--- config.mk ---
export PLATFORM = sky130hd
export DESIGN_NAME = audio_specific_config_parser
export DESIGN_NICKNAME = d
export VERILOG_FILES = /design/src/rtl/asc_pkg.sv /design/src/rtl/audio_specific_config_parser.sv /design/src/rtl/asc_capture.sv /design/src/rtl/asc_decode.sv
export SDC_FILE = /design/constraint.sdc
export NUM_CORES = 1
export LEC_CHECK = 0
export ABC_CLOCK_PERIOD_IN_PS = 15350
export BUFFER_PORTS_ARGS = -buffer_cell sky130_fd_sc_hd__buf_2
export CAP_MARGIN = 20
export CORE_ASPECT_RATIO = 1.25
export CORE_UTILIZATION = 38
export DETAILED_ROUTE_END_ITERATION = 7
export PLACE_DENSITY = 0.57
export SYNTH_ARGS = -nofsm -noshare
export SYNTH_HDL_FRONTEND = slang
export SYNTH_SLANG_ARGS = --single-unit
--- constraint.sdc ---
create_clock -name clock -period 15.35 [get_ports clock]
set_clock_uncertainty 0.15 [all_clocks]
set_input_delay 0.7675 -clock clock [delete_from_list [all_inputs] [get_ports clock]]
set_output_delay 0.7675 -clock clock [all_outputs]
set_load 0.1 [all_outputs]
--- src/rtl/asc_pkg.sv ---
// ----------------------------------------------------------------------------
// asc_pkg
// Shared types, constants and field helpers for the AudioSpecificConfig
// parser.
// ----------------------------------------------------------------------------
package asc_pkg;

   localparam int unsigned HDR_BYTES = 9;
   localparam int unsigned HDR_W     = 8 * HDR_BYTES;

   localparam logic [3:0] COUNT_SAT    = 4'd10;
   localparam logic [3:0] COUNT_MIN    = 4'd2;
   localparam logic [4:0] AOT_ESCAPE   = 5'd31;
   localparam logic [4:0] AOT_SBR      = 5'd5;
   localparam logic [4:0] AOT_PS       = 5'd29;
   localparam logic [6:0] AOT_ESC_BASE = 7'd32;
   localparam logic [3:0] SFI_EXPLICIT = 4'hF;

   // Bit offsets into the blob, counted from the first bit of byte zero
   localparam logic [6:0] POS_SFI      = 7'd5;
   localparam logic [6:0] POS_SFI_ESC  = 7'd11;
   localparam logic [6:0] POS_RATE     = 7'd9;
   localparam logic [6:0] POS_RATE_ESC = 7'd15;
   localparam logic [6:0] POS_CC       = 7'd9;
   localparam logic [6:0] POS_CC_X     = 7'd33;
   localparam logic [6:0] POS_CC_E     = 7'd15;
   localparam logic [6:0] POS_CC_EX    = 7'd39;
   localparam logic [6:0] POS_EXT      = 7'd13;
   localparam logic [6:0] POS_EXT_X    = 7'd37;
   localparam logic [6:0] POS_EXT_R    = 7'd17;
   localparam logic [6:0] POS_EXT_RX   = 7'd41;

   localparam logic [6:0] END_BASE     = 7'd13;
   localparam logic [6:0] END_ESC      = 7'd6;
   localparam logic [6:0] END_EXPL     = 7'd24;
   localparam logic [6:0] END_EXT      = 7'd4;
   localparam logic [6:0] END_EXT_EXPL = 7'd28;

   typedef struct packed {
      logic [HDR_W-1:0] hdr;
      logic [3:0]       count;
   } snap_type;

   function automatic logic [23:0] rate_lookup(input logic [3:0] idx);
      logic [23:0] r;
      case (idx)
         4'd0:    r = 24'd96000;
         4'd1:    r = 24'd88200;
         4'd2:    r = 24'd64000;
         4'd3:    r = 24'd48000;
         4'd4:    r = 24'd44100;
         4'd5:    r = 24'd32000;
         4'd6:    r = 24'd24000;
         4'd7:    r = 24'd22050;
         4'd8:    r = 24'd16000;
         4'd9:    r = 24'd12000;
         4'd10:   r = 24'd11025;
         4'd11:   r = 24'd8000;
         4'd12:   r = 24'd7350;
         default: r = 24'd0;
      endcase
      return r;
   endfunction

   function automatic logic [3:0] peek4(input logic [HDR_W-1:0] h, input logic [6:0] p);
      logic [6:0] top;
      top = 7'(HDR_W - 1) - p;
      return h[top -: 4];
   endfunction

   function automatic logic [23:0] peek24(input logic [HDR_W-1:0] h,
                                          input logic [6:0] p);
      logic [6:0] top;
      top = 7'(HDR_W - 1) - p;
      return h[top -: 24];
   endfunction

endpackage

--- src/rtl/audio_specific_config_parser.sv ---
// The result beat is offered once the last byte beat has passed through the snapshot register
// and then the result register; a stalled result holds the snapshot back.
// Throughput: one byte beat per cycle and one blob may end every cycle, unless req_stall is high.
// req_stall is raised while a snapshot waits for the result register to take it.
// Reset clears the header bytes, the byte count and both valid flags.
// ----------------------------------------------------------------------------
// audio_specific_config_parser
// Byte-serial MPEG-4 AudioSpecificConfig header decoder.
// ----------------------------------------------------------------------------
module audio_specific_config_parser (
   input  logic        clock,
   input  logic        reset,
   input  logic        req_valid,
   output logic        req_stall,
   input  logic [7:0]  req_data_byte,
   input  logic        req_last_byte,
   output logic        rsp_valid,
   input  logic        rsp_stall,
   output logic        rsp_parse_ok,
   output logic [6:0]  rsp_object_type,
   output logic [23:0] rsp_sample_rate,
   output logic [3:0]  rsp_channels
);

   asc_pkg::snap_type snap;
   logic              snap_valid;
   logic              snap_take;

   asc_capture u_capture (
      .clock         (clock),
      .reset         (reset),
      .req_valid     (req_valid),
      .req_stall     (req_stall),
      .req_data_byte (req_data_byte),
      .req_last_byte (req_last_byte),
      .snap          (snap),
      .snap_valid    (snap_valid),
      .snap_take     (snap_take)
   );

   asc_decode u_decode (
      .clock           (clock),
      .reset           (reset),
      .snap            (snap),
      .snap_valid      (snap_valid),
      .snap_take       (snap_take),
      .rsp_valid       (rsp_valid),
      .rsp_stall       (rsp_stall),
      .rsp_parse_ok    (rsp_parse_ok),
      .rsp_object_type (rsp_object_type),
      .rsp_sample_rate (rsp_sample_rate),
      .rsp_channels    (rsp_channels)
   );

endmodule

--- src/rtl/asc_capture.sv ---
// ----------------------------------------------------------------------------
// asc_capture
// Collects the leading header bytes and the byte count; on the last beat
// hands a snapshot of both to the decoder and clears for the next blob.
// ----------------------------------------------------------------------------
module asc_capture (
   input  logic              clock,
   input  logic              reset,
   input  logic              req_valid,
   output logic              req_stall,
   input  logic [7:0]        req_data_byte,
   input  logic              req_last_byte,
   output asc_pkg::snap_type snap,
   output logic              snap_valid,
   input  logic              snap_take
);

   logic [asc_pkg::HDR_W-1:0] hdr_ff, hdr_in;
   logic [3:0]                count_ff, count_in;
   asc_pkg::snap_type         snap_ff, snap_in;
   logic                      snap_valid_ff, snap_valid_in;
   logic [asc_pkg::HDR_W-1:0] hdr_next;
   logic [3:0]                count_next;
   logic                      accept;

   assign req_stall = snap_valid_ff && !snap_take;
   assign accept    = req_valid && !req_stall;

   always_comb begin
      hdr_next = hdr_ff;
      for (int i = 0; i < asc_pkg::HDR_BYTES; i++) begin
         if (count_ff == 4'(i)) begin
            hdr_next[asc_pkg::HDR_W-1-8*i -: 8] = req_data_byte;
         end
      end
      count_next = (count_ff < asc_pkg::COUNT_SAT) ? count_ff + 4'd1 : count_ff;

      hdr_in        = hdr_ff;
      count_in      = count_ff;
      snap_in       = snap_ff;
      snap_valid_in = snap_valid_ff && !snap_take;
      if (accept) begin
         if (req_last_byte) begin
            // hand off the full blob and start over
            snap_in.hdr   = hdr_next;
            snap_in.count = count_next;
            snap_valid_in = 1'b1;
            hdr_in        = '0;
            count_in      = '0;
         end else begin
            hdr_in   = hdr_next;
            count_in = count_next;
         end
      end
   end

   always_ff @(posedge clock) begin
      if (reset) begin
         hdr_ff        <= '0;
         count_ff      <= '0;
         snap_valid_ff <= 1'b0;
      end else begin
         hdr_ff        <= hdr_in;
         count_ff      <= count_in;
         snap_valid_ff <= snap_valid_in;
      end
      snap_ff <= snap_in;
   end

   assign snap       = snap_ff;
   assign snap_valid = snap_valid_ff;

   a_clear_after_last: assert property (@(posedge clock) disable iff (reset)
      accept && req_last_byte |=> count_ff == 4'd0 && hdr_ff == '0)
      else $error("capture state not cleared after last beat");

   a_count_bound: assert property (@(posedge clock) disable iff (reset)
      count_ff <= asc_pkg::COUNT_SAT)
      else $error("byte count beyond saturation");

   a_snap_hold: assert property (@(posedge clock) disable iff (reset)
      snap_valid_ff && !snap_take |=> snap_valid_ff && $stable(snap_ff))
      else $error("pending snapshot lost or changed");

endmodule

--- src/rtl/asc_decode.sv ---
// ----------------------------------------------------------------------------
// asc_decode
// Extracts object type, sample rate and channel count from a captured
// header and holds the answer in the result register.
// ----------------------------------------------------------------------------
module asc_decode (
   input  logic              clock,
   input  logic              reset,
   input  asc_pkg::snap_type snap,
   input  logic              snap_valid,
   output logic              snap_take,
   output logic              rsp_valid,
   input  logic              rsp_stall,
   output logic              rsp_parse_ok,
   output logic [6:0]        rsp_object_type,
   output logic [23:0]       rsp_sample_rate,
   output logic [3:0]        rsp_channels
);

   logic                      rsp_valid_ff, rsp_valid_in;
   logic                      ok_ff, ok_in;
   logic [6:0]                aot_ff, aot_in;
   logic [23:0]               rate_ff, rate_in;
   logic [3:0]                ch_ff, ch_in;

   logic [asc_pkg::HDR_W-1:0] h;
   logic [4:0]                aot5;
   logic                      esc, expl, sbr, ext_expl, in_range, ok;
   logic [6:0]                aot;
   logic [3:0]                sfi, cc, ext_idx;
   logic [23:0]               core_rate, ext_rate, rate;
   logic [6:0]                end_pos, limit;

   assign snap_take = snap_valid && (!rsp_valid_ff || !rsp_stall);

   always_comb begin
      h    = snap.hdr;
      aot5 = h[asc_pkg::HDR_W-1 -: 5];
      esc  = aot5 == asc_pkg::AOT_ESCAPE;
      aot  = esc ? asc_pkg::AOT_ESC_BASE + {1'b0, h[asc_pkg::HDR_W-6 -: 6]}
                 : {2'b00, aot5};
      sfi  = esc ? asc_pkg::peek4(h, asc_pkg::POS_SFI_ESC)
                 : asc_pkg::peek4(h, asc_pkg::POS_SFI);
      expl = sfi == asc_pkg::SFI_EXPLICIT;
      if (expl) begin
         core_rate = esc ? asc_pkg::peek24(h, asc_pkg::POS_RATE_ESC)
                         : asc_pkg::peek24(h, asc_pkg::POS_RATE);
      end else begin
         core_rate = asc_pkg::rate_lookup(sfi);
      end

      case ({esc, expl})
         2'b00:   cc = asc_pkg::peek4(h, asc_pkg::POS_CC);
         2'b01:   cc = asc_pkg::peek4(h, asc_pkg::POS_CC_X);
         2'b10:   cc = asc_pkg::peek4(h, asc_pkg::POS_CC_E);
         default: cc = asc_pkg::peek4(h, asc_pkg::POS_CC_EX);
      endcase

      // escaped types are at least 32, so SBR only shows up unescaped
      sbr      = !esc && (aot5 == asc_pkg::AOT_SBR || aot5 == asc_pkg::AOT_PS);
      ext_idx  = expl ? asc_pkg::peek4(h, asc_pkg::POS_EXT_X)
                      : asc_pkg::peek4(h, asc_pkg::POS_EXT);
      ext_expl = ext_idx == asc_pkg::SFI_EXPLICIT;
      if (ext_expl) begin
         ext_rate = expl ? asc_pkg::peek24(h, asc_pkg::POS_EXT_RX)
                         : asc_pkg::peek24(h, asc_pkg::POS_EXT_R);
      end else begin
         ext_rate = asc_pkg::rate_lookup(ext_idx);
      end

      end_pos = asc_pkg::END_BASE
              + (esc  ? asc_pkg::END_ESC  : 7'd0)
              + (expl ? asc_pkg::END_EXPL : 7'd0)
              + (sbr  ? (ext_expl ? asc_pkg::END_EXT_EXPL : asc_pkg::END_EXT) : 7'd0);
      limit    = {snap.count, 3'b000};
      in_range = end_pos <= limit;

      rate = (sbr && in_range && ext_rate != 24'd0) ? ext_rate : core_rate;
      ok   = snap.count >= asc_pkg::COUNT_MIN && in_range && rate != 24'd0;

      ok_in   = ok_ff;
      aot_in  = aot_ff;
      rate_in = rate_ff;
      ch_in   = ch_ff;
      rsp_valid_in = rsp_valid_ff && rsp_stall;
      if (snap_take) begin
         rsp_valid_in = 1'b1;
         ok_in        = ok;
         aot_in       = ok ? aot  : 7'd0;
         rate_in      = ok ? rate : 24'd0;
         if (!ok || cc == 4'd0 || cc > 4'd7) begin
            ch_in = 4'd0;
         end else if (cc == 4'd7) begin
            ch_in = 4'd8;
         end else begin
            ch_in = cc;
         end
      end
   end

   always_ff @(posedge clock) begin
      if (reset) begin
         rsp_valid_ff <= 1'b0;
      end else begin
         rsp_valid_ff <= rsp_valid_in;
      end
      ok_ff   <= ok_in;
      aot_ff  <= aot_in;
      rate_ff <= rate_in;
      ch_ff   <= ch_in;
   end

   assign rsp_valid       = rsp_valid_ff;
   assign rsp_parse_ok    = ok_ff;
   assign rsp_object_type = aot_ff;
   assign rsp_sample_rate = rate_ff;
   assign rsp_channels    = ch_ff;

   a_fail_zero: assert property (@(posedge clock) disable iff (reset)
      rsp_valid_ff && !ok_ff |-> aot_ff == 7'd0 && rate_ff == 24'd0 && ch_ff == 4'd0)
      else $error("failed parse carries nonzero fields");

   a_ok_rate: assert property (@(posedge clock) disable iff (reset)
      rsp_valid_ff && ok_ff |-> rate_ff != 24'd0)
      else $error("successful parse with zero rate");

   a_channels: assert property (@(posedge clock) disable iff (reset)
      rsp_valid_ff |-> ch_ff <= 4'd8 && ch_ff != 4'd7)
      else $error("channel count out of range");

endmodule
# Yosys cells after proc, flatten, opt, wreduce, memory -nomap -nowiden
# Memories as Yosys holds them, arrays and structs flattened.
# Cells that the tools add are included.
[word_totals]
regBits = 190
mem_bits_ro = 544
inputBits = 13
output_inout_bits = 38
n_memories = 2
[classes]
addsub = 5
order_cmp = 4
eq_ne = 16
n_mux = 29
n_reduce_logical = 27
[memory_table]
columns = ["memory", "depth", "width", "read_ports", "rd_ports_with_merged_regs", "write_ports", "line_no", "source"]
rows = [
  ["(name not given)", 16, 17, 1, 0, 0, "asc_pkg.sv:46", "case (idx)"],
  ["(name not given)", 16, 17, 1, 0, 0, "asc_pkg.sv:46", ""],
]
[op_table]
columns = ["op", "count"]
rows = [
  ["2-to-1 mux 24 bit", 5],
  ["2-to-1 mux 72 bit", 1],
  ["2-to-1 mux 8 bit", 9],
  ["nonzero test 24 bit", 2],
  ["equality test 4 x 3 -> 1 bit (second input constant)", 5],
  ["2-to-1 mux 4 bit", 5],
  ["2-to-1 mux 5 bit", 3],
  ["adder 7 bit", 2],
  ["equality test 4 bit (second input constant)", 3],
  ["one-hot mux 4 bit (3 select lines)", 1],
  ["equality test 5 bit (second input constant)", 2],
  ["logical AND 1 bit", 9],
  ["equality test 4 x 2 -> 1 bit (second input constant)", 2],
  ["logical NOT 4 bit", 2],
  ["adder 4 x 7 -> 7 bit (first input constant)", 1],
  ["adder 6 x 6 -> 7 bit (first input constant)", 1],
  ["<= comparator 7 bit", 1],
  ["2-to-1 mux 7 bit", 1],
  ["logical NOT 1 bit", 6],
  ["equality test 5 x 3 -> 1 bit (second input constant)", 1],
  ["adder 4 x 1 -> 4 bit (second input constant)", 1],
  ["equality test 4 x 1 -> 1 bit (second input constant)", 1],
  [">= comparator 4 x 2 -> 1 bit (second input constant)", 1],
  ["> comparator 4 x 3 -> 1 bit (second input constant)", 1],
  ["other kinds (9)", 15],
]

# Longest topological paths before layout
# Gate-level depths: netlist of the first run.
[depth]
ltp_word = 18
ltp_mapped = 38
ltp_nobuf = 30

# Modules after synthesis
# From an unflattened synthesis of the first run, not the netlist that was laid out.
[hier_totals]
cells_unflattened = 1314
area_unflattened_um2 = 11780.0
[modules_own_cells]
columns = ["module", "instances", "cells_per_inst", "area_per_inst_um2", "seq_area_each_um2"]
rows = [
  ["asc_capture", 1, 724, 7223.2, 3823.7],
  ["asc_decode", 1, 590, 4556.9, 1101.1],
]

# Worst setup path after synthesis of the first run
# Ideal clock, no wire load.
[synth_timing]
kind = "reg2reg"
startpoint = "reg u_capture.snap_ff (netlist bit u_capture.snap[74])"
endpoint = "reg u_decode.aot_ff[5], in the netlist u_decode.rsp_object_type[5], data pin"
arrival_time_ns = 7.199
required_time_ns = 14.932
path_slack_ns = 7.733
path_stages_with_launch = 38
path_buffers = 8
synth_period_minus_slack_ns = 7.617
path_cell_list = "edfxtp_1 > and4_1 > buf_4 > nand2_1 > clkbuf_1 > a21oi_1 > inv_1 > ha_1 > buf_2 > nand3_1 > nor3_4 > nor2_8 > inv_2 > buf_6 > buf_8 > clkbuf_1 > mux2i_1 > inv_1 > (+2 left out) > nand3_1 > mux2i_1 > and2_1 > ha_1 > inv_1 > ha_1 > ha_1 > ha_1 > a21o_1 > a21o_1 > a21oi_1 > and2_0 > inv_1 > nor4_1 > a211oi_1 > a22oi_2 > buf_6 > nor3_1"
[synth_between]
elab_chain_cells = 15
[synth_rtl]
columns = ["element", "line_no", "source"]
rows = [
  ["start, declared", "asc_capture.sv:20", "asc_pkg::snap_type snap_ff, snap_in;"],
  ["start signal, assigned", "asc_capture.sv:67", "snap_ff <= snap_in;"],
  ["parallel branches: the longest is 14 deep, another holds adder 4 x 7 -> 7 bit", "n/a", ""],
  ["AND reduction 2 bit (no source line) *", "n/a", ""],
  ["end signal, assigned", "asc_decode.sv:108", "aot_ff <= aot_in;"],
  ["end, declared", "asc_decode.sv:22", "logic [6:0] aot_ff, aot_in;"],
]
# Mark *: on every way between the ends.
# A chain may end at the register's enable or synchronous reset.

# Worst setup path in the final report of the first run
[layout_timing]
startpoint = "reg u_capture.snap_ff (netlist bit u_capture.snap[75])"
endpoint = "reg u_decode.ch_ff[0], in the netlist u_decode.rsp_channels[0], data pin"
[layout_between]
elab_chain_cells = 18
[layout_rtl]
columns = ["element", "line_no", "source"]
rows = [
  ["parallel branches: the longest is 18 deep, another holds adder 4 x 7 -> 7 bit", "n/a", ""],
  ["end signal, assigned", "asc_decode.sv:110", "ch_ff <= ch_in;"],
  ["end, declared", "asc_decode.sv:24", "logic [3:0] ch_ff, ch_in;"],
]
# Several ways; the timed one is not identified.

==> results of run 1 <==
-- final cells by class --
type,count,area (um2),share of cell area (%)
Inverter,28,105,0.976
Multi-Input combinational cell,722,4770,44.3
Sequential cell,176,4570,42.5
Clock buffer,19,443,4.11
Tap cell,335,419,3.89
Timing Repair Buffer,63,348,3.23
Clock inverter,13,105,0.976
-- how the worst max path moves through the flow --
stage          slack, ns                from  cells after the start                           to
4_1_cts             5.78  u_capture.snap[75]                     28     u_decode.rsp_channels[0]
2_1_floorplan       7.73  u_capture.snap[74]                     37  u_decode.rsp_object_type[5]
3_5_place_dp        5.75  u_capture.snap[75]                     28     u_decode.rsp_channels[0]
5_1_grt             4.86  u_capture.snap[75]                     28     u_decode.rsp_channels[0]
6_report            5.60  u_capture.snap[75]                     28     u_decode.rsp_channels[0]
3_3_place_gp        5.94  u_capture.snap[75]                     28     u_decode.rsp_channels[0]
-- flip-flops by register name (all words and copies together) (netlist names) --
name / count
u_decode.rsp_channels: 4
u_capture.snap: 69
u_decode.rsp_valid: 1
u_capture.count_ff: 4
u_capture.snap_valid: 1
u_decode.rsp_sample_rate: 24
u_capture.hdr_ff: 65
u_decode.rsp_object_type: 7
u_decode.rsp_parse_ok: 1
-- placed cells by master (no fill, tap or decap), types with 7 or more instances in the layout --
cell	instances
nor2_1	123
edfxtp_1	105
nand2_1	79
dfxtp_1	71
a22oi_1	70
mux2_2	69
nand3_1	55
buf_2	50
a21oi_1	38
o21ai_0	29
inv_1	23
mux2i_1	21
ha_1	21
nor3_1	19
clkbuf_16	17
and3_1	15
a31oi_1	15
a211oi_1	15
buf_4	13
nor4_1	12
a21o_1	10
o211ai_1	8
and2_1	7
nand4_1	7
-- kinds of logic after synthesis --
kind of cell	synth area share, %
mux	10.5
compound gates	18.0
flops	46.9
xor+xnor	0.359
fa+ha+maj	2.69
simple gates	17.2
buf+inv	4.45
-- routing by layer --
metal	part of all wire (%)	GRT usage (%)	wire, um	up-vias
met5	0	0	0	-
met3	5.1	3.61	1570	77
met4	4.5	12.2	1410	0
met2	47	38.7	14600	339
li1	-	-	-	3767
met1	43	30.3	13400	3926
-- critical path, delay by kind of cell (launching register included) --
family	cells	cell delay, ns
buffers and inverters	5	1.10
adder cells (fa/ha/maj)	6	2.12
AND/OR/NAND/NOR	9	2.83
flip-flops	1	0.76
multiplexers	2	0.70
AO/OA/AOI/OAI	6	1.77
-- metrics by stage --
| stage | worst slack, ns | utilization [%] | hold slack (ns) |
|---|---|---|---|
| 3_3_place_gp | 5.94 | 40.5 | 0.332 |
| 2_1_floorplan | 7.73 | - | 0.303 |
| 5_1_grt | 4.86 | 42.7 | 0.380 |
| 3_5_place_dp | 5.75 | 40.5 | 0.345 |
| 4_1_cts | 5.78 | 42.7 | 0.363 |
| 6_report | 5.60 | 42.7 | 0.355 |
-- report_power, final --
part | total, mW | switching (mW) | internal, mW
Clock | 0.412 | 0.198 | 0.214
Combinational | 0.121 | 0.0893 | 0.0316
Sequential | 0.526 | 0.0135 | 0.512
==> out/results.tsv, run 1 <==
stage	metric	value	unit
yosys	netlist_area	9760	um2
global_route	grt_pass1_vias	7631	
timing	tightest_slew	0.919	ns
power	powerDensity	98.3	nW/um2
timing	setup_violations	0	
yosys	seq_area_frac_synth	46.9	%
timing	fin_tns_setup	0	ns
final_layout	fin_cells	1356	
placement	portBuffers	50	
yosys	syn_nets	1036	
yosys	ys_ff_latch	176	
global_route	grt_first_pass_wirelength	47100	um
clocking	cts-root-buf	clkbuf_16	
route	drcViolationCount	0	
global_route	antenna_found_initial	0	
clocking	cts_resized	0	
yosys	synth_top_cell_area_share	32.3	%
route	vias_per_cell	5.98	
worst_setup_path	cpMaxStageDelayCell	edfxtp_1	
timing	fmax	103	MHz
power	power	1.06	mW
timing	slew_violations	0	
yosys	yosysMostFrequentCell	nor2_1	
min_path	min_path_type	flip-flop to flip-flop	
die	initial_utilization	38.7	%
power	ir_drop	0.0000794	V
timing	min_period	9.75	ns
worst_setup_path	max_stage_delay	0.76	ns
yosys	avgSynthCellArea	9.74	um2
yosys	synth-edff-count	105	
timing	grt_setup_unrepaired	no	
route	post_drt_wl_per_cell	22.8	um
timing	finalHoldViolations	0	
worst_setup_path	crit_top_cell	ha_1	
clocking	cts_made_buffers	17	
placement	place_congestion	0.984	
worst_setup_path	ff2ff_path_depth	28	
yosys	synthDistinctLibCells	77	
placement	dpl_cell_area	10200	um2
yosys	synth_area_leader_cell	edfxtp_1	
yosys	synth_ff_type	edfxtp_1	
power	p_leak	3.93	nW
final_layout	nets	1042	
final_layout	n_antenna_cell	0	
final_layout	drive_gt1_share	18.0	%
worst_setup_path	r2r_setup_slack	5.60	ns
global_route	track_usage	23.7	%
clocking	htree_num_levels	4	
clocking	cts_hold_buffers	0	
placement	dp_hpwl	21900	um
yosys	syn_inst	1002	
route	drt-initial-drc-count	906	
min_path	worstHoldEndpoint	u_capture.hdr_ff[51]	
final_layout	area_growth	10.3	%
min_path	hold_depth	2	
yosys	synthTopCellsByCount	125 x nor2_1, 105 x edfxtp_1, 80 x nand2_1	
die	dieArea	26300	um2
yosys	synth_area_leaders	edfxtp_1 32%, dfxtp_1 15%, mux2_2 8.0%	
final_layout	fin_area	10800	um2
die	num_rows	65	
worst_setup_path	r2r_start	u_capture.snap[75]	
die	die_h	181	um
flow_run	cap_violations	0	
global_route	overflow	0	
die	die_x	145	um
worst_setup_path	worstSetupPathType	flip-flop to flip-flop	
route	drtAntennaViolNets	0	
route	firstDrtPassIters	5	
placement	place_inst	1324	
status	status	completed	
clocking	cts_tree	done	
min_path	hp-start	u_capture.hdr_ff[51]	
clocking	clk_latency	0.45	ns
clocking	clockBufferDepth	2	
yosys	yosys_warnings	0	
yosys	async_reset_ff_share	0	%
worst_setup_path	worstPathMaxFanout	31	
timing	relSlewSlack	38.7	%
clocking	clock-sinks	176	
route	dr_total_vias	8109	
final_layout	fillers	2539	
timing	fin_crit_sh	63.5	%
worst_setup_path	critPathCaptureType	flip-flop	
clocking	post_cts_buffers	0	
worst_setup_path	cp-start-kind	flip-flop	
worst_setup_path	critPathArrivalTime	9.77	ns
worst_setup_path	r2r-end	u_decode.rsp_channels[0]	
die	core-area	25200	um2
route	drt-total-wl	31000	um
worst_setup_path	required	15.36	ns
clocking	path_clk_slew	0.07	ns
global_route	grt_start_max_net_pins	72	
die	io-pin-count	51	
No activity file was read; power rests on OpenSTA's default activity.
==> inputs of run 2 (changes only) <==
--- a/config.mk
+++ b/config.mk
@@ -5,7 +5,8 @@
 export SDC_FILE = /design/constraint.sdc
 export NUM_CORES = 1
 export LEC_CHECK = 0
-export ABC_CLOCK_PERIOD_IN_PS = 15350
+export ABC_AREA = 1
+export ABC_CLOCK_PERIOD_IN_PS = 10000
 export BUFFER_PORTS_ARGS = -buffer_cell sky130_fd_sc_hd__buf_2
 export CAP_MARGIN = 20
 export CORE_ASPECT_RATIO = 1.25
==> constraint.sdc (replaced) <==
create_clock -name clock -period 10 [get_ports clock]
set_clock_uncertainty 0.15 [all_clocks]
set_input_delay 0.5 -clock clock [delete_from_list [all_inputs] [get_ports clock]]
set_output_delay 0.5 -clock clock [all_outputs]
set_load 0.1 [all_outputs]
==> out/results.tsv, run 2 <==
stage	metric	value	unit	change
final_layout	fin_cells	1510		+11%
worst_setup_path	r2r-end	u_decode.rsp_object_type[3]		
worst_setup_path	crit_top_cell	nor2_1		
die	num_rows	63		-3.1%
timing	worst_slack	3.04	ns	-2.56 ns
final_layout	area_growth	11.4	%	
placement	dp_hpwl	17900	um	-18%
clocking	path_clk_slew	0.07	ns	about the same
worst_setup_path	max_stage_delay	0.44	ns	-0.32 ns
global_route	grt_start_max_net_pins	72		unchanged
route	drt-total-wl	25400	um	-18%
yosys	async_reset_ff_share	0	%	unchanged
die	core-area	23900	um2	-5.3%
route	drt-initial-drc-count	614		-32%
min_path	hp-start	rsp_stall		
final_layout	final_cell_mix	375 x nand2_1, 111 x o21ai_0, 105 x edfxtp_1		
yosys	synthDistinctLibCells	44		-43%
worst_setup_path	critPathArrivalTime	6.97	ns	-2.80 ns
die	io-pin-count	51		unchanged
worst_setup_path	required	10.01	ns	-5.35 ns
min_path	hold_depth	3		+1
clocking	clockBufferDepth	2		unchanged
timing	relSlewSlack	33.4	%	-5.3 points
worst_setup_path	cp-start-kind	flip-flop		
final_layout	fillers	2388		-5.9%
placement	place_inst	1478		+12%
timing	fin_tns_setup	0	ns	unchanged
status	status	completed		
placement	portBuffers	50		unchanged
placement	dp_slack	3.05	ns	-2.70 ns
final_layout	drive_gt1_share	11.3	%	-6.7 points
yosys	synth-edff-count	105		unchanged
clocking	clk_latency	0.43	ns	-0.02 ns
power	p_leak	3.99	nW	+1.7%
final_layout	largest_reg_flops	69		unchanged
yosys	syn_nets	1190		+15%
route	drt-met1-wl	11300	um	-15%
die	die_x	142	um	-2.3%
yosys	synth_area_leaders	edfxtp_1 34%, dfxtp_1 15%, nand2_1 15%		
worst_setup_path	r2r_start	u_capture.snap[74]		
timing	setup_violations	0		unchanged
clocking	post_cts_buffers	0		unchanged
route	dr_wl_met3	1010	um	-35%
global_route	grt_first_pass_wirelength	39600	um	-16%
power	powerDensity	165	nW/um2	+67%
route	highest_layer	met4		
clocking	cts-root-buf	clkbuf_16		
timing	tightest_slew	0.996	ns	+0.0761 ns
clocking	clock-sinks	176		unchanged
yosys	synth_top_cell_area_share	33.9	%	+1.6 points
yosys	yosysMostFrequentCell	nand2_1		
clocking	cts_made_buffers	17		unchanged
final_layout	n_antenna_cell	0		unchanged
timing	min_period	6.96	ns	-2.79 ns
timing	fmax	144	MHz	+40%
yosys	avgSynthCellArea	8.05	um2	-17%
final_layout	final_common_cell	nand2_1		
timing	fin_crit_sh	69.6	%	+6.1 points
worst_setup_path	cpMaxStageDelayCell	ha_1		
timing	slew_violations	0		unchanged
final_layout	nets	1206		+16%
power	ir_drop	0.000109	V	+38%
timing	finalHoldViolations	0		unchanged
route	met2_length	12300	um	-16%
clocking	cts_hold_buffers	0		unchanged
die	initial_utilization	38.9	%	+0.23 points
global_route	grt_pass1_vias	7035		-7.8%
yosys	synthTopCellsByCount	375 x nand2_1, 111 x o21ai_0, 105 x edfxtp_1		
route	drcViolationCount	0		unchanged
yosys	seq_area_frac_synth	49.2	%	+2.3 points
die	dieArea	25100	um2	-4.6%
yosys	synth_area_leader_cell	edfxtp_1		
worst_setup_path	critPathCaptureType	flip-flop		
yosys	yosys_warnings	0		unchanged
route	drtAntennaViolNets	0		unchanged
worst_setup_path	worstPathMaxFanout	33		+6.5%
flow_run	cap_violations	0		unchanged
die	die_h	177	um	-2.3%
clocking	cts_resized	0		unchanged
worst_setup_path	r2r_setup_slack	3.04	ns	-2.56 ns
clocking	htree_num_levels	4		unchanged
global_route	antenna_found_initial	0		unchanged
yosys	syn_inst	1156		+15%
placement	place_congestion	0.963		-2.1%
worst_setup_path	ff2ff_path_depth	34		+21%
route	firstDrtPassIters	6		+1
global_route	track_usage	20.9	%	-2.8 points
min_path	min_path_type	primary input to flip-flop		
min_path	worstHoldEndpoint	u_decode.rsp_valid		
yosys	netlist_area	9300	um2	-4.7%
global_route	overflow	0		unchanged
yosys	synth_ff_type	edfxtp_1		
yosys	ys_ff_latch	176		unchanged
route	vias_per_cell	5.19		-13%
route	dr_total_vias	7839		-3.3%
route	post_drt_wl_per_cell	16.8	um	-26%
clocking	cts_tree	done		
timing	grt_setup_unrepaired	no		
worst_setup_path	worstSetupPathType	flip-flop to flip-flop		
-- run 2: cell count changes after synthesis, sizes merged, moves of 21 or more --
cell	before	now
nor2	126	88
a22oi	71	0
nand3	55	34
mux2i	21	0
a21oi	40	105
clkbuf	58	36
nand2	80	385
inv	27	95
mux2	70	0
o21ai	34	119
-- run 2: logic make-up (layout without fill, tap and decap cells) --
logic type,after synthesis,after routing,share of synthesized area (%)
AO/OA/AOI/OAI,263,263,16.1
AND/OR/NAND/NOR,538,538,24.3
flip-flops,176,176,49.2
buffers and inverters,155,184,7.28
XOR/XNOR,3,3,0.283
adder cells (fa/ha/maj),21,21,2.82
-- run 2: through the flow --
step	instance area (um2)	util (%)	power (mW)	hold slack [ns]
global placement	9720	40.7	0.999	0.301
finish	10400	43.4	1.71	0.311
floorplan	9300	-	0.951	0.295
global route	10400	43.4	1.77	0.321
detailed placement	9720	40.7	0.999	0.306
CTS	10400	43.4	1.72	0.286
-- run 2: power breakdown --
group          total [mW]  internal, mW  switching, mW
registers           0.798         0.787         0.0116
logic               0.185        0.0413          0.143
clock network       0.723         0.430          0.293
total                1.71          1.26          0.448
-- run 2: worst max-delay path: cells and delay by family (launching register included) --
family | cells | cell delay (ns)
AO/OA/AOI/OAI | 3 | 0.54
flip-flops | 1 | 0.42
buffers and inverters | 4 | 0.65
AND/OR/NAND/NOR | 21 | 3.32
adder cells (fa/ha/maj) | 6 | 1.57
-- run 2: final cells by class --
type	count	area [um2]	share of cell area [%]
clock buffers	18	439	4.24
clock inverters	14	200	1.93
inverters	96	360	3.48
multi-input cells	825	4090	39.4
flip-flops and latches	176	4570	44.1
well taps	325	407	3.92
repair buffers	56	295	2.85
-- run 2: metal layers --
layer  up-vias  global-route usage (%)
met5         -                       0
met4         0                    8.92
met3        42                    2.90
met2       232                    34.7
met1      3680                    27.2
li1       3885                       -
-- run 2: worst max path at each step --
| stage | start | end | cells after the start |
|---|---|---|---|
| floorplan | u_capture.snap[71] | u_decode.rsp_sample_rate[12] | 35 |
| global placement | u_capture.snap[74] | u_decode.rsp_object_type[5] | 34 |
| detailed placement | u_capture.snap[74] | u_decode.rsp_channels[3] | 34 |
| CTS | u_capture.snap[74] | u_decode.rsp_object_type[3] | 34 |
| global route | u_capture.snap[74] | u_decode.rsp_channels[3] | 34 |
| finish | u_capture.snap[74] | u_decode.rsp_object_type[3] | 34 |
==> inputs of run 3 (changes only) <==
--- a/config.mk
+++ b/config.mk
@@ -6,13 +6,13 @@
 export NUM_CORES = 1
 export LEC_CHECK = 0
 export ABC_AREA = 1
-export ABC_CLOCK_PERIOD_IN_PS = 10000
+export ABC_CLOCK_PERIOD_IN_PS = 5700
 export BUFFER_PORTS_ARGS = -buffer_cell sky130_fd_sc_hd__buf_2
 export CAP_MARGIN = 20
 export CORE_ASPECT_RATIO = 1.25
 export CORE_UTILIZATION = 38
 export DETAILED_ROUTE_END_ITERATION = 7
-export PLACE_DENSITY = 0.57
+export PLACE_DENSITY = 0.59
 export SYNTH_ARGS = -nofsm -noshare
 export SYNTH_HDL_FRONTEND = slang
 export SYNTH_SLANG_ARGS = --single-unit
==> constraint.sdc (replaced) <==
create_clock -name clock -period 5.7 [get_ports clock]
set_clock_uncertainty 0.15 [all_clocks]
set_input_delay 0.285 -clock clock [delete_from_list [all_inputs] [get_ports clock]]
set_output_delay 0.285 -clock clock [all_outputs]
set_load 0.1 [all_outputs]
==> out/results.tsv, run 3 (synthesized netlist as in run 2, its figures left out) <==
stage	metric	value	unit	change
status	status	completed		
worst_setup_path	critPathCaptureType	flip-flop		
route	drcViolationCount	0		unchanged
final_layout	final_common_cell	nand2_1		
clocking	cts_hold_buffers	0		unchanged
final_layout	drive_gt1_share	17.1	%	+5.8 points
timing	fin_crit_sh	94.3	%	+25 points
power	powerDensity	274	nW/um2	+66%
global_route	overflow	0		unchanged
route	post_drt_wl_per_cell	17.4	um	+3.3%
worst_setup_path	r2r_start	u_capture.snap[74]		
global_route	grt_start_max_net_pins	72		unchanged
final_layout	fin_cells	1545		+2.3%
flow_run	cap_violations	0		unchanged
clocking	htree_num_levels	4		unchanged
clocking	clk_latency	0.43	ns	about the same
timing	relSlewSlack	23.0	%	-10 points
die	dieArea	25100	um2	unchanged
clocking	path_clk_slew	0.07	ns	about the same
worst_setup_path	cp-start-kind	flip-flop		
worst_setup_path	worstPathMaxFanout	9		-73%
worst_setup_path	critPathLaunch	u_capture.snap[74]		
final_layout	nets	1241		+2.9%
route	firstDrtPassIters	6		unchanged
clocking	cts_tree	done		
worst_setup_path	r2r_setup_slack	0.33	ns	-2.71 ns
worst_setup_path	critPathCapture	u_decode.rsp_channels[0]		
timing	finalHoldViolations	0		unchanged
timing	setup_violations	0		unchanged
worst_setup_path	max_stage_delay	0.44	ns	about the same
timing	tightest_slew	1.15	ns	+0.154 ns
power	power	2.98	mW	+75%
worst_setup_path	critPathArrivalTime	5.50	ns	-1.47 ns
final_layout	final_cell_mix	348 x nand2_1, 106 x o21ai_0, 105 x edfxtp_1		
worst_setup_path	required	5.83	ns	-4.18 ns
die	initial_utilization	38.9	%	unchanged
die	core-area	23900	um2	unchanged
timing	min_period	5.37	ns	-1.59 ns
power	p_leak	4.21	nW	+5.4%
route	drtAntennaViolNets	0		unchanged
clocking	cts_made_buffers	17		unchanged
worst_setup_path	ff2ff_path_depth	33		-2.9%
timing	slew_violations	0		unchanged
route	dr_total_vias	8099		+3.3%
worst_setup_path	cpMaxStageDelayCell	edfxtp_1		
die	io-pin-count	51		unchanged
die	num_rows	63		unchanged
power	ir_drop	0.000197	V	+81%
die	die_x	142	um	unchanged
placement	dp_hpwl	18600	um	+3.9%
worst_setup_path	r2r-end	u_decode.rsp_channels[0]		
worst_setup_path	worstSetupPathType	flip-flop to flip-flop		
placement	place_inst	1499		+1.4%
final_layout	n_antenna_cell	0		unchanged
placement	portBuffers	50		unchanged
placement	dpl_cell_area	9890	um2	+1.7%
global_route	grt_first_pass_wirelength	40400	um	+2.1%
global_route	antenna_found_initial	0		unchanged
timing	fmax	186	MHz	+30%
route	drt-initial-drc-count	671		+9.3%
final_layout	area_growth	16.9	%	
final_layout	largest_reg_flops	69		unchanged
final_layout	fin_area	10900	um2	+4.9%
clocking	clock-sinks	176		unchanged
min_path	min_path_type	primary input to flip-flop		
route	vias_per_cell	5.24		+0.98%
global_route	grt_pass1_vias	7268		+3.3%
route	drt-total-wl	26900	um	+5.7%
placement	place_congestion	0.982		+2.0%
clocking	clockBufferDepth	2		unchanged
die	die_h	177	um	unchanged
global_route	track_usage	21.4	%	+0.46 points
clocking	cts-root-buf	clkbuf_16		
-- run 3: cell count changes in the layout (fill, tap and decap cells not counted), sizes merged --
cell / previous run / this run
clkbuf: 18 / 21
nand2: 385 / 391
buf: 56 / 83
nor2: 88 / 89
clkinvlp: 1 / 0
bufinv: 4 / 2
clkinv: 5 / 3
inv: 100 / 103
-- run 3: per-stage QoR --
stage	setup TNS [ns]	hold slack (ns)	utilization, %	setup WS (ns)
floorplan	0	0.295	-	0.0305
global placement	-3.09	0.302	41.4	-0.113
detailed placement	-7.18	0.305	41.4	-0.261
CTS	0	0.0694	44.2	0.0617
global route	-0.254	0.0898	45.5	-0.0366
finish	0	0.0856	45.5	0.327
-- run 3: what timing repair did --
item                                    CTS  global route
pin swaps                                 0            15
endpoints found under the setup margin   33            36
buffers inserted                          0             5
cloned                                    1             7
gates resized for setup                   6            58
-- run 3: worst min path at each step --
stage / startpoint / depth (start not counted) / endpoint
6_report: rsp_stall / 3 / u_decode.rsp_valid
3_3_place_gp: u_capture.hdr_ff[47] / 2 / u_capture.hdr_ff[47]
2_1_floorplan: u_capture.hdr_ff[10] / 2 / u_capture.hdr_ff[10]
4_1_cts: rsp_stall / 3 / u_decode.rsp_valid
3_5_place_dp: u_capture.hdr_ff[30] / 2 / u_capture.hdr_ff[30]
5_1_grt: rsp_stall / 3 / u_decode.rsp_valid
-- run 3: worst max-delay path: cells and delay by family, from the launching register on --
family / cells / cell delay (ns)
flops: 1 / 0.44
buf+inv: 5 / 0.55
compound gates: 3 / 0.42
fa+ha+maj: 6 / 1.28
simple gates: 19 / 2.34
-- run 3: area by class of cell --
| class | count | area [um2] |
|---|---|---|
| Sequential cell | 176 | 4570 |
| Fill cell | 2300 | 13000 |
| Tap cell | 325 | 407 |
| Clock buffer | 20 | 468 |
| Inverter | 96 | 360 |
| Timing Repair Buffer | 84 | 539 |
| Clock inverter | 12 | 143 |
| Multi-Input combinational cell | 832 | 4380 |
-- run 3: per-layer routing --
metal	global-route usage, %	vias up	share of wire (%)
met5	0	-	0
met4	12.1	0	4.5
li1	-	3966	-
met3	2.92	61	3.5
met2	35.5	244	49
met1	26.7	3828	43
-- run 3: where the power goes --
group | internal, mW | switching (mW)
Clock | 0.696 | 0.518
Sequential | 1.38 | 0.0192
Combinational | 0.0933 | 0.272
Total | 2.17 | 0.809
